===== src/rtl/ir_pulse_distance_decoder_unit_assert.svh =====
// Assertion macros shared by the pulse-distance decoder RTL.
// Depends on nothing; files that assert include it by bare name and supply clk and rst.
`ifndef IR_PULSE_DISTANCE_DECODER_UNIT_ASSERT_SVH
`define IR_PULSE_DISTANCE_DECODER_UNIT_ASSERT_SVH

// Same-cycle implication, disabled while reset is high.
`define IRPD_ASSERT_NOW(label, ante, cons) \
  label: assert property (@(posedge clk) disable iff (rst) (ante) |-> (cons)) \
    else $error("irpd assertion failed");

// Next-cycle implication, disabled while reset is high.
`define IRPD_ASSERT_NEXT(label, ante, cons) \
  label: assert property (@(posedge clk) disable iff (rst) (ante) |=> (cons)) \
    else $error("irpd assertion failed");

`endif


===== src/rtl/irpd_pkg.sv =====
// Shared types and constants for the pulse-distance decoder.
// Depends on nothing; every RTL module refers to it by scoped names.
package irpd_pkg;

  localparam int unsigned FRAME_BITS = 32;
  localparam logic [5:0]  FRAME_COUNT = 6'd32;
  localparam logic [5:0]  LAST_BIT = 6'd31;
  localparam logic [6:0]  DUTY_STEP = 7'd10;
  localparam logic [6:0]  DUTY_MAX = 7'd100;
  localparam logic [6:0]  DUTY_HIGH_LIMIT = 7'd90;

  localparam logic [15:0] HEADER_MIN_RESET = 16'd850;
  localparam logic [15:0] HEADER_MAX_RESET = 16'd950;
  localparam logic [15:0] ONE_THRESHOLD_RESET = 16'd160;

  typedef enum logic [2:0] {
    ACT_NONE    = 3'd0,
    ACT_MODE    = 3'd1,
    ACT_UP      = 3'd2,
    ACT_DOWN    = 3'd3,
    ACT_HALT    = 3'd4,
    ACT_UNKNOWN = 3'd5
  } action_t;

  typedef enum logic [3:0] {
    REG_DEVICE_ADDRESS = 4'd0,
    REG_MODE_CODES     = 4'd1,
    REG_UP_CODES       = 4'd2,
    REG_DOWN_CODES     = 4'd3,
    REG_POWER_CODE     = 4'd4,
    REG_HEADER_MIN     = 4'd5,
    REG_HEADER_MAX     = 4'd6,
    REG_ONE_THRESHOLD  = 4'd7
  } reg_index_t;

  typedef struct packed {
    logic [15:0] device_address;
    logic [63:0] mode_codes;
    logic [31:0] up_codes;
    logic [31:0] down_codes;
    logic [15:0] power_code;
    logic [15:0] header_min;
    logic [15:0] header_max;
    logic [15:0] one_threshold;
  } cfg_t;

  typedef struct packed {
    logic        done;
    logic [31:0] code;
  } frame_evt_t;

  typedef struct packed {
    action_t     action;
    logic [1:0]  mode;
    logic [6:0]  duty;
  } cmd_result_t;

endpackage


===== src/rtl/irpd_cfg_regs.sv =====
// Configuration register file of the pulse-distance decoder.
// Depends on irpd_pkg for the register indexes and the cfg_t bundle.
module irpd_cfg_regs (
  input  logic              clk,
  input  logic              rst,
  input  logic              wr_en,
  input  logic [3:0]        wr_index,
  input  logic [63:0]       wr_data,
  output irpd_pkg::cfg_t    cfg
);

  irpd_pkg::cfg_t regs;

  always_ff @(posedge clk) begin
    if (rst) begin
      regs.device_address <= '0;
      regs.mode_codes     <= '0;
      regs.up_codes       <= '0;
      regs.down_codes     <= '0;
      regs.power_code     <= '0;
      regs.header_min     <= irpd_pkg::HEADER_MIN_RESET;
      regs.header_max     <= irpd_pkg::HEADER_MAX_RESET;
      regs.one_threshold  <= irpd_pkg::ONE_THRESHOLD_RESET;
    end else if (wr_en) begin
      // Indexes past the last register are accepted and dropped.
      unique case (irpd_pkg::reg_index_t'(wr_index))
        irpd_pkg::REG_DEVICE_ADDRESS: regs.device_address <= wr_data[15:0];
        irpd_pkg::REG_MODE_CODES:     regs.mode_codes     <= wr_data;
        irpd_pkg::REG_UP_CODES:       regs.up_codes       <= wr_data[31:0];
        irpd_pkg::REG_DOWN_CODES:     regs.down_codes     <= wr_data[31:0];
        irpd_pkg::REG_POWER_CODE:     regs.power_code     <= wr_data[15:0];
        irpd_pkg::REG_HEADER_MIN:     regs.header_min     <= wr_data[15:0];
        irpd_pkg::REG_HEADER_MAX:     regs.header_max     <= wr_data[15:0];
        irpd_pkg::REG_ONE_THRESHOLD:  regs.one_threshold  <= wr_data[15:0];
        default: begin
        end
      endcase
    end
  end

  assign cfg = regs;

endmodule


===== src/rtl/irpd_bit_decoder.sv =====
// Gap measurement and frame assembly: previous edge, shift register, bit count.
// Depends on irpd_pkg for cfg_t, frame_evt_t and the frame length.
module irpd_bit_decoder (
  input  logic                  clk,
  input  logic                  rst,
  input  logic                  fire,
  input  logic [15:0]           edge_time,
  input  irpd_pkg::cfg_t        cfg,
  output irpd_pkg::frame_evt_t  evt
);

  logic [15:0] previous_edge;
  logic [31:0] shift_bits;
  logic [5:0]  bits_seen;

  logic [15:0] gap;
  logic        is_header;
  logic        bit_value;
  logic [31:0] shift_bits_next;
  logic [5:0]  bits_seen_next;

  always_comb begin
    // The tick counter wraps, so the 16-bit difference is the true gap.
    gap       = edge_time - previous_edge;
    is_header = (gap > cfg.header_min) && (gap < cfg.header_max);
    bit_value = gap > cfg.one_threshold;

    shift_bits_next = shift_bits;
    bits_seen_next  = bits_seen;
    evt.done        = 1'b0;
    evt.code        = '0;

    if (is_header) begin
      shift_bits_next = '0;
      bits_seen_next  = '0;
    end else if (bits_seen < irpd_pkg::FRAME_COUNT) begin
      // MSB first: after the full count the first bit sits at bit 31.
      shift_bits_next = {shift_bits[irpd_pkg::FRAME_BITS-2:0], bit_value};
      bits_seen_next  = bits_seen + 6'd1;
      if (bits_seen == irpd_pkg::LAST_BIT) begin
        evt.done = 1'b1;
        evt.code = shift_bits_next;
      end
    end
  end

  always_ff @(posedge clk) begin
    if (rst) begin
      previous_edge <= '0;
      shift_bits    <= '0;
      bits_seen     <= '0;
    end else if (fire) begin
      previous_edge <= edge_time;
      shift_bits    <= shift_bits_next;
      bits_seen     <= bits_seen_next;
    end
  end

endmodule


===== src/rtl/irpd_command.sv =====
// Button-code matching and the mode and brightness state it drives.
// Depends on irpd_pkg for cfg_t, frame_evt_t, cmd_result_t and the action codes.
module irpd_command (
  input  logic                   clk,
  input  logic                   rst,
  input  logic                   fire,
  input  irpd_pkg::frame_evt_t   evt,
  input  irpd_pkg::cfg_t         cfg,
  output irpd_pkg::cmd_result_t  res
);

  logic [1:0] mode_level;
  logic [6:0] duty_level;

  logic       addr_ok;
  logic [3:0] mode_hit;
  logic       up_hit;
  logic       down_hit;
  logic       power_hit;

  always_comb begin
    addr_ok = evt.code[31:16] == cfg.device_address;
    for (int i = 0; i < 4; i++) begin
      mode_hit[i] = addr_ok && (evt.code[15:0] == cfg.mode_codes[16*i +: 16]);
    end
    up_hit    = addr_ok && ((evt.code[15:0] == cfg.up_codes[15:0]) ||
                            (evt.code[15:0] == cfg.up_codes[31:16]));
    down_hit  = addr_ok && ((evt.code[15:0] == cfg.down_codes[15:0]) ||
                            (evt.code[15:0] == cfg.down_codes[31:16]));
    power_hit = addr_ok && (evt.code[15:0] == cfg.power_code);

    res.action = irpd_pkg::ACT_NONE;
    res.mode   = mode_level;
    res.duty   = duty_level;

    // Overlapping codes resolve in the order modes, up, down, power.
    if (evt.done) begin
      priority if (mode_hit[0]) begin
        res.action = irpd_pkg::ACT_MODE;
        res.mode   = 2'd0;
      end else if (mode_hit[1]) begin
        res.action = irpd_pkg::ACT_MODE;
        res.mode   = 2'd1;
      end else if (mode_hit[2]) begin
        res.action = irpd_pkg::ACT_MODE;
        res.mode   = 2'd2;
      end else if (mode_hit[3]) begin
        res.action = irpd_pkg::ACT_MODE;
        res.mode   = 2'd3;
      end else if (up_hit) begin
        res.action = irpd_pkg::ACT_UP;
        res.duty   = (duty_level <= irpd_pkg::DUTY_HIGH_LIMIT) ?
                     duty_level + irpd_pkg::DUTY_STEP : irpd_pkg::DUTY_MAX;
      end else if (down_hit) begin
        res.action = irpd_pkg::ACT_DOWN;
        res.duty   = (duty_level >= irpd_pkg::DUTY_STEP) ?
                     duty_level - irpd_pkg::DUTY_STEP : 7'd0;
      end else if (power_hit) begin
        res.action = irpd_pkg::ACT_HALT;
      end else begin
        res.action = irpd_pkg::ACT_UNKNOWN;
      end
    end
  end

  always_ff @(posedge clk) begin
    if (rst) begin
      mode_level <= '0;
      duty_level <= '0;
    end else if (fire) begin
      mode_level <= res.mode;
      duty_level <= res.duty;
    end
  end

endmodule


===== src/rtl/ir_pulse_distance_decoder_unit.sv =====
// Pulse-distance IR remote decoder: one falling-edge timestamp in, one result out.
// Depends on irpd_pkg, irpd_cfg_regs, irpd_bit_decoder, irpd_command and the assert macros.
// An accepted edge goes to the input register, its result then to the result register.
// Throughput: one edge per cycle; the input stalls only when the input register and the
// result register are both full and the output is held.
// Synchronous reset (rst high) empties both registers, clears decoder state and loads defaults.
`include "ir_pulse_distance_decoder_unit_assert.svh"

module ir_pulse_distance_decoder_unit (
  input  logic        clk,
  input  logic        rst,
  input  logic        in_valid,
  output logic        in_ready,
  input  logic [15:0] edge_time,
  output logic        out_valid,
  input  logic        out_ready,
  output logic        frame_done,
  output logic [31:0] frame_code,
  output logic [2:0]  action,
  output logic [1:0]  mode_now,
  output logic [6:0]  brightness_now,
  input  logic        cfg_valid,
  output logic        cfg_ready,
  input  logic [3:0]  cfg_index,
  input  logic [63:0] cfg_data
);

  irpd_pkg::cfg_t        cfg;
  irpd_pkg::frame_evt_t  evt;
  irpd_pkg::cmd_result_t res;

  logic        s1_valid;
  logic [15:0] s1_time;
  logic        s1_go;

  assign cfg_ready = 1'b1;
  assign s1_go     = s1_valid && (!out_valid || out_ready);
  assign in_ready  = !s1_valid || s1_go;

  irpd_cfg_regs u_cfg (
    .clk      (clk),
    .rst      (rst),
    .wr_en    (cfg_valid && cfg_ready),
    .wr_index (cfg_index),
    .wr_data  (cfg_data),
    .cfg      (cfg)
  );

  irpd_bit_decoder u_bits (
    .clk       (clk),
    .rst       (rst),
    .fire      (s1_go),
    .edge_time (s1_time),
    .cfg       (cfg),
    .evt       (evt)
  );

  irpd_command u_cmd (
    .clk  (clk),
    .rst  (rst),
    .fire (s1_go),
    .evt  (evt),
    .cfg  (cfg),
    .res  (res)
  );

  // Input register.
  always_ff @(posedge clk) begin
    if (rst) begin
      s1_valid <= 1'b0;
    end else if (in_valid && in_ready) begin
      s1_valid <= 1'b1;
    end else if (s1_go) begin
      s1_valid <= 1'b0;
    end
  end

  always_ff @(posedge clk) begin
    if (in_valid && in_ready) begin
      s1_time <= edge_time;
    end
  end

  // Result register.
  always_ff @(posedge clk) begin
    if (rst) begin
      out_valid <= 1'b0;
    end else if (s1_go) begin
      out_valid <= 1'b1;
    end else if (out_ready) begin
      out_valid <= 1'b0;
    end
  end

  always_ff @(posedge clk) begin
    if (s1_go) begin
      frame_done     <= evt.done;
      frame_code     <= evt.code;
      action         <= res.action;
      mode_now       <= res.mode;
      brightness_now <= res.duty;
    end
  end

  `IRPD_ASSERT_NOW(a_empty_output_takes_input, !out_valid, in_ready)
  `IRPD_ASSERT_NOW(a_done_has_action, out_valid && frame_done,
                   action != irpd_pkg::ACT_NONE)
  `IRPD_ASSERT_NOW(a_idle_result_is_quiet, out_valid && !frame_done,
                   (frame_code == 32'd0) && (action == irpd_pkg::ACT_NONE))
  `IRPD_ASSERT_NOW(a_brightness_in_range, out_valid, brightness_now <= irpd_pkg::DUTY_MAX)
  `IRPD_ASSERT_NEXT(a_stage_fills_output, s1_go, out_valid)

endmodule

===== config.mk =====
export PLATFORM = sky130hd
export DESIGN_NAME = ir_pulse_distance_decoder_unit
export DESIGN_NICKNAME = d
export VERILOG_FILES = /design/src/rtl/irpd_pkg.sv /design/src/rtl/irpd_cfg_regs.sv /design/src/rtl/irpd_bit_decoder.sv /design/src/rtl/irpd_command.sv /design/src/rtl/ir_pulse_distance_decoder_unit.sv
export VERILOG_INCLUDE_DIRS = /design/src /design/src/rtl
export SDC_FILE = /design/constraint.sdc
export NUM_CORES = 1
export LEC_CHECK = 0
export ABC_AREA = 1
export BUFFER_PORTS_ARGS = -buffer_cell sky130_fd_sc_hd__buf_2
export CAP_MARGIN = 30
export CORE_ASPECT_RATIO = 1.75
export CORE_MARGIN = 5
export CORE_UTILIZATION = 25
export DETAILED_ROUTE_END_ITERATION = 8
export GPL_ROUTABILITY_DRIVEN = 0
export SLEW_MARGIN = 25
export SYNTH_ARGS = -nofsm -noshare
export SYNTH_HDL_FRONTEND = slang
export SYNTH_SLANG_ARGS = --single-unit

===== constraint.sdc =====
create_clock -name clk -period 7.1 [get_ports clk]
set_clock_uncertainty 0.15 [all_clocks]
set_input_delay 0 -clock clk [delete_from_list [all_inputs] [get_ports clk]]
set_output_delay 0 -clock clk [all_outputs]
set_load 0.01 [all_outputs]

# [Yosys cells after proc, flatten, opt, wreduce, memory -nomap -nowiden]
# Cells that the tools add are included.
[word_totals] wordCells=111 regBits=333 input_bits=89
[classes] n_lt_le_gt_ge=6 n_addsub=4 bitwise=1 reduce_logical=31 muxes=28 n_eq_ne=18
[ops] operator="$eq 16x16->1" n=10
[ops] operator="$mux 33" n=3
[ops] operator="$mux 31" n=2
[ops] operator="$mux 7" n=8
[ops] operator="$gt 16x16->1" n=2
[ops] operator="$reduce_and 2->1" n=9
[ops] operator="$eq 4x3->1 const B" n=4
[ops] operator="$lt 16x16->1" n=1
[ops] operator="$sub 16x16->16" n=1
[ops] operator="$mux 6" n=2
[ops] operator="$logic_and 1x1->1" n=10
[ops] operator="$mux 3" n=3
[ops] operator="$mux 9" n=1
[ops] operator="$eq 4x2->1 const B" n=2
[ops] operator="$add 7x4->7 const B" n=1
[ops] operator="$ge 7x4->1 const B" n=1
[ops] operator="$le 7x7->1 const B" n=1
[ops] operator="$reduce_or 7->1" n=1
[ops] operator="$sub 7x4->7 const B" n=1
[ops] operator="$add 6x1->6 const B" n=1
[ops] operator="$eq 6x5->1 const B" n=1
[ops] operator="$lt 6x6->1 const B" n=1
[ops] operator="$mux 1" n=6
[ops] operator="$mux 2" n=3
[ops] operator="7 further kinds" n=13

# [Depth between registers and ports, before layout]
# Gate-level depths: netlist of the first run.
[logic_depth] word_depth=15 depth_mapped=42 depth_no_buf=41

# [Cells and area by module]
# From an unflattened synthesis of the first run, not the netlist that was laid out.
[unflattened] cells_unflattened=2652 area_unflattened_um2=18303.8
[modules_own_cells] mod="irpd_cfg_regs" instances=1 area_per_inst_um2=8259.2 seq_area_each_um2=4164.0 cells_each=1208
[modules_own_cells] mod="irpd_bit_decoder" instances=1 area_per_inst_um2=4430.5 seq_area_each_um2=1061.0 cells_each=649
[modules_own_cells] mod="irpd_command" instances=1 area_per_inst_um2=3679.8 seq_area_each_um2=180.2 cells_each=720
[modules_own_cells] mod="ir_pulse_distance_decoder_unit" instances=1 area_per_inst_um2=1934.4 seq_area_each_um2=1871.8 cells_each=75

# [Worst setup path after synthesis of the first run]
# OpenSTA, ideal clock, no wires.
[synth_path] path_type="register to register" from="reg s1_time[2]" to="reg brightness_now[3] (data pin)" required_time_ns=6.699 n_path_buf=2 setup_time_ns=0.251 stages_incl_launch_ff=34 setup_slack_ns=2.244 synth_period_minus_slack_ns=4.856 arrival_ns=4.456 cell_sequence="edfxtp_1 > ha_1 > a21oi_1 > and2_1 > o221ai_1 > a21oi_1 > o21ai_0 > a21boi_0 > o21ai_0 > a21o_1 > a21oi_1 > xor2_1 > ha_1 > a21oi_1 > o21a_1 > nand2_1 > nor2_2 > nand3_4 > buf_6 > buf_2 > nand3b_1 > nand2_1 > nor2_1 > nand2_1 > nor2_1 > nand2_1 > nand2_4 > nand2_4 > inv_2 > o21ai_0 > nand2_1 > nand2_1 > nand2_1 > inv_1"
[synth_lines] item="start, declared" line="ir_pulse_distance_decoder_unit.sv:33" text="logic [15:0] s1_time;"
[synth_lines] item="start signal, assigned" line="ir_pulse_distance_decoder_unit.sv:80" text="s1_time <= edge_time;"
[synth_lines] item="end signal, assigned" line="ir_pulse_distance_decoder_unit.sv:101" text="brightness_now <= res.duty;"
[synth_lines] item="end, declared" line="ir_pulse_distance_decoder_unit.sv:21" text="output logic [6:0] brightness_now,"

==> impl_metrics.yaml, run 1 <==
floorplanning:
  die_area_um2: 73760
  dieWidth_um: 207.5
  num_rows: 126
  initial_utilization: 0.2522
  dieHeight_um: 355.5
  io_pins: 137
  core-area_um2: 67630
worst_setup_path:
  rr_worst_depth: 32
  r2r_end: "brightness_now[2]"
  worstSetupStartpoint: "s1_time[2]"
  crit_family: "simple AND/OR/NAND/NOR gates"
  crit_buf_inv: 2
  crit_path_end: "brightness_now[2]"
  arrival_ns: 6.35
  required_ns: 7.23
  cp_common_cell: "nand2_1"
  critPathKind: "reg2reg"
  end_kind: "flop"
  worst-path-stages: 32
  max_stage_delay_ns: 0.39
  worstReg2RegStart: "s1_time[2]"
  rrSetupSlack_ns: 0.88
  slowest_stage: "xor2_1"
  start_kind: "flop"
  crit_fanout: 41
hold_path:
  min_path_type: "in2reg"
place:
  port_buffers: 135
  dpl_cell_area_um2: 18580
  dpl.hpwl_mm: 40.01
detailed_routing:
  drtIter0Drc: 864
  route.detailed.drc: 0
  drtPass1Iterations: 5
  drtAntennaViolNets: 0
  vias_per_cell: 4.466
  wire_per_inst_um: 15.90
  num_vias: 15580
  drt_wl_total_mm: 55.46
timing:
  hold_violations: 0
  tightest_slew_ns: 0.9561
  tns_ns: 0
  setup_viol: 0
  fmax_mhz: 160.8
  slew_headroom: 0.3626
  fin_crit_sh: 0.8758
  min_period_ns: 6.218
  rsz0062_at_grt: "no"
  drv_slew: 0
status:
  status: "complete, no violations"
logic_synthesis:
  synth_top_family_by_area: "simple AND/OR/NAND/NOR gates"
  syn_area_um2: 17060
  synthAdderAreaFrac: 0.04959
  syn_inst: 2374
  async_flop_share: 0
  avgSynthCellArea_um2: 7.185
  synth_mux_area_frac: 0
  ys.warnings.count: 0
  ys_seq_area_frac: 0.4266
  yosys.area_share.simple: 0.2584
  ys_ff_latch: 333
  ys.flop_type: "dfxtp_1"
  ys_types: 44
  synth_xor_area_frac: 0.01746
  synth-edff-count: 61
  synth_compound_area_frac: 0.1503
  syn-num-nets: 2530
cts:
  hold_buffers: 92
  postCtsSetupBuffers: 0
  path_clk_slew_ns: 0.06
  clkSinkCount: 333
  clk_latency_ns: 0.54
  cts_tree: "yes"
  ctsResizeCount: 0
  numCtsBuffers: 37
  cts_buffer_depth: 3
  htreeDepth: 2
  cts_root_buf: "clkbuf_16"
global_routing:
  grt.busiest_layer: "met2"
  grt_pass1_vias: 14860
  grt_max_degree: 102
  grt_util_met3: 0.02255
  grt_pass1_wl_mm: 85.40
  grt_overflow: 0
  met1_usage: 0.1619
  grtUsageMet2: 0.2765
  antenna_found_initial: 8
  grt_util_all_layers: 0.1459
cells_and_area:
  final_common_cell: "nand2_1"
  stdcell_area_um2: 20690
  synthToLayoutAreaGrowth_pct: 21.27
  fillers: 7287
  layout-drive-gt1-share: 0.1051
  final_cell_mix: "nand2_1, inv_1, dfxtp_1"
  nets: 2717
power_and_ir_drop:
  p_leak_nw: 9.103
  pwr_density_cell_nw_per_um2: 228.6
  vdd_drop_max_mv: 0.1139
flow_run:
  cap_violations: 0
-- stage by stage --
stage	setup WS, ns	total power, mW	hold slack (ns)	util	std cells
after global routing	0.2806	4.962	0.02284	0.3058	3487
after detailed placement	0.8294	2.854	0.03158	0.2747	3325
after global placement	0.9501	2.846	0.02963	0.2744	3324
final	0.8819	4.729	0.03104	0.3059	3488
after CTS	0.7771	4.790	0.0002057	0.3055	3484
after floorplan	2.244	2.624	-0.05113	-	2374
-- layer usage --
layer  vias to the layer above  routed length (um)
li1                       7999                   -
met4                         4                2110
met2                       379               29260
met3                       109                2545
met1                      7085               21510
met5                         -                  25
-- cell families after synthesis --
group	count (synthesis)
xor gates and xnor gates	34
DFF	333
other	1
buffers and inverters	414
and+or+nand+nor	1024
adders and majority gates	67
AOI/OAI and AO/OA	501
-- cell usage after synthesis, types with 10 or more instances --
library cell | instances | share of area
nand2_2 | 19 | 0.0070
dfxtp_1 | 272 | 0.32
edfxtp_1 | 61 | 0.11
o21ai_0 | 242 | 0.071
nand3b_1 | 40 | 0.018
nand4_1 | 12 | 0.0044
nor2_1 | 239 | 0.053
buf_6 | 10 | 0.0066
nor2_2 | 10 | 0.0037
nand3_1 | 116 | 0.034
xnor2_1 | 12 | 0.0062
a21oi_1 | 238 | 0.070
xor2_1 | 22 | 0.011
nand2_1 | 556 | 0.12
nor2_4 | 10 | 0.0066
ha_1 | 66 | 0.048
inv_1 | 298 | 0.066
clkbuf_1 | 81 | 0.018
-- sequential cells by signal, summed over array words and instances (netlist names), 2 cells and up --
name                  cells
frame_code               32
u_bits.bits_seen          6
brightness_now            7
mode_now                  2
action                    3
s1_time                  16
u_cmd.duty_level          7
u_bits.previous_edge     16
u_cfg.cfg               208
u_cmd.mode_level          2
u_bits.shift_bits        31
-- area by class of cell --
type                            count  area, um^2  area share
Inverter                          310        1169     0.05649
Timing Repair Buffer              252        1829     0.08843
Clock buffer                       55        1076     0.05202
Clock inverter                     12       85.08    0.004113
Tap cell                          896        1121     0.05419
Sequential cell                   333        7277      0.3518
Antenna cell                        3       7.507   0.0003629
Multi-Input combinational cell   1627        8122      0.3926
-- where the power goes --
group | total (mW) | internal, mW | switching, mW | leakage [nW]
sequential | 2.01 | 1.98 | 0.0295 | 2.77
clock | 1.88 | 1.09 | 0.790 | 0.568
combinational | 0.841 | 0.286 | 0.555 | 5.76
-- how the worst min path moves through the flow --
stage / cells past startpoint / end / slack, ns / start
6_report: 2 / s1_time[14] / 0.03 / edge_time[14]
5_1_grt: 2 / s1_time[5] / 0.02 / edge_time[5]
4_1_cts: 2 / s1_time[14] / 0.0002 / edge_time[14]
3_5_place_dp: 1 / s1_time[3] / 0.03 / edge_time[3]
3_3_place_gp: 1 / s1_time[15] / 0.03 / edge_time[15]
2_1_floorplan: 0 / s1_time[0] / -0.05 / edge_time[0]
No activity file was read; power rests on OpenSTA's default activity.
==> run 2, diff against run 1 <==
==> constraint.sdc (replaced) <==
create_clock -name clk -period 6 [get_ports clk]
set_clock_uncertainty 0.15 [all_clocks]
set_input_delay 0 -clock clk [delete_from_list [all_inputs] [get_ports clk]]
set_output_delay 0 -clock clk [all_outputs]
set_load 0.01 [all_outputs]
==> run 2 against run 1 <==
Against the previous run: clock power up 22%; critical path depth up 5; clock-buffer cell count is 3 lower; worst hold slack gained 0.0010 ns; largest power group unchanged; combinational power rose by 36%.
==> impl_metrics.yaml, run 2 (synthesis gave the netlist of run 1 again) <==
cells_and_area:
  fillers: 7312
  synthToLayoutAreaGrowth_pct: 23.90
  final_cell_mix: "nand2_1, inv_1, dfxtp_1"
  layout-drive-gt1-share: 0.1230
  largest_reg_flops: 208
  nets: 2747
  fin_util: 0.3125
  final_common_cell: "nand2_1"
  stdcell_area_um2: 21130
detailed_routing:
  drtPass1Iterations: 5
  top_layer: "met5"
  drt_wl_total_mm: 56.70
  wl_met1_mm: 22.01
  route.detailed.drc: 0
  num_vias: 15770
  wl_met2_mm: 29.97
  drtIter0Drc: 851
  wire_per_inst_um: 16.12
  drtAntennaViolNets: 0
  wl_met3_mm: 2.486
  vias_per_cell: 4.483
place:
  dpl.hpwl_mm: 40.49
  dpl_cell_area_um2: 18670
  port_buffers: 135
  place_ws_ns: -0.02238
floorplanning:
  die_area_um2: 73760
  initial_utilization: 0.2522
  dieHeight_um: 355.5
  core-area_um2: 67630
  dieWidth_um: 207.5
  num_rows: 126
  io_pins: 137
worst_setup_path:
  required_ns: 6.15
  cp_common_cell: "nand2_1"
  worstReg2RegStart: "s1_time[3]"
  rr_worst_depth: 37
  max_stage_delay_ns: 0.39
  slowest_stage: "edfxtp_1"
  end_kind: "flop"
  worstSetupStartpoint: "s1_time[3]"
  crit_fanout: 26
  arrival_ns: 5.81
  start_kind: "flop"
  critPathKind: "reg2reg"
timing:
  hold_violations: 0
  slew_headroom: 0.3711
  fmax_mhz: 176.8
  tightest_slew_ns: 0.9433
  setup_viol: 0
  drv_slew: 0
  setup_ws_ns: 0.3425
  min_period_ns: 5.658
  fin_crit_sh: 0.9429
power_and_ir_drop:
  clockPowerShare: 0.394
  pwr-share-seq: 0.410
  swShare: 0.2924
  p_leak_nw: 9.328
  p_int_mw: 4.104
  p_sw_mw: 1.696
  pwr_density_cell_nw_per_um2: 274.5
  vdd_drop_max_mv: 0.1468
  pwr-share-comb: 0.196
cts:
  numCtsBuffers: 36
  clk_latency_ns: 0.55
  cts_tree: "yes"
  path_clk_slew_ns: 0.06
  cts_root_buf: "clkbuf_16"
  cts_buffer_depth: 3
  clkSinkCount: 333
  htreeDepth: 2
global_routing:
  grt_overflow: 0
  grt_max_degree: 87
  antenna_found_initial: 7
  grt_util_all_layers: 0.1481
  grt_pass1_vias: 15040
  grt_pass1_wl_mm: 86.76
flow_run:
  cap_violations: 0
hold_path:
  min_path_type: "in2reg"
  holdCritStartpoint: "edge_time[8]"
  hold_depth: 2
status:
  status: "complete, no violations"
run 2: area by class of cell:
| class | count | area [um^2] | share of cell area |
|---|---|---|---|
| Multi-Input combinational cell | 1628 | 8257 | 0.3907 |
| Sequential cell | 333 | 7277 | 0.3443 |
| Clock buffer | 52 | 1074 | 0.05080 |
| Tap cell | 896 | 1121 | 0.05305 |
| Timing Repair Buffer | 282 | 2107 | 0.09970 |
| Clock inverter | 12 | 120.1 | 0.005683 |
| Inverter | 310 | 1169 | 0.05530 |
| Antenna cell | 4 | 10.01 | 0.0004736 |
run 2: power groups by stage:
stage	combinational, mW	clock, mW	sequential, mW
after floorplan	0.680	0	2.42
after global placement	0.980	0	2.43
after detailed placement	0.988	0	2.43
after CTS	1.05	2.35	2.38
after global routing	1.26	2.44	2.39
final	1.14	2.29	2.38
run 2: worst max-delay path, delay by kind of cell, from the launching register on:
family | cells | cell delay [ns]
compound gates | 7 | 1.06
xor+xnor | 1 | 0.26
fa+ha+maj | 2 | 0.68
buf+inv | 4 | 0.55
flops | 1 | 0.39
simple gates | 23 | 2.27
run 2: timing repair:
item / in CTS / in global routing
pin swaps: 0 / 8
buffers inserted: 0 / 12
hold endpoints to repair: 273 / 0
setup endpoints to repair: 8 / 21
cloned: 0 / 2
resized for setup: 2 / 30
hold buffers: 98 / 0
run 2: final timing paths:
kind                              end  slack (ns)
max                 brightness_now[4]        0.34
min                        s1_time[8]        0.03
max reg2reg         brightness_now[4]        0.34
min reg2reg  u_bits.previous_edge[12]        0.31
run 2: layer usage:
| layer | vias to the layer above | global-route usage |
|---|---|---|
| li1 | 8056 | - |
| met1 | 7264 | 0.1638 |
| met2 | 349 | 0.2847 |
| met3 | 95 | 0.01999 |
| met4 | 2 | 0.05677 |
| met5 | - | 0 |
run 2: metrics by stage:
stage / instances / total power [mW] / setup TNS, ns / hold WS (ns)
floorplan: 2374 / 3.105 / 0 / -0.05113
global placement: 3336 / 3.408 / 0 / 0.02794
detailed placement: 3336 / 3.416 / -0.07106 / 0.02839
CTS: 3498 / 5.777 / 0 / 0.005044
global route: 3515 / 6.083 / -0.06927 / 0.01899
finish: 3517 / 5.800 / 0 / 0.03204
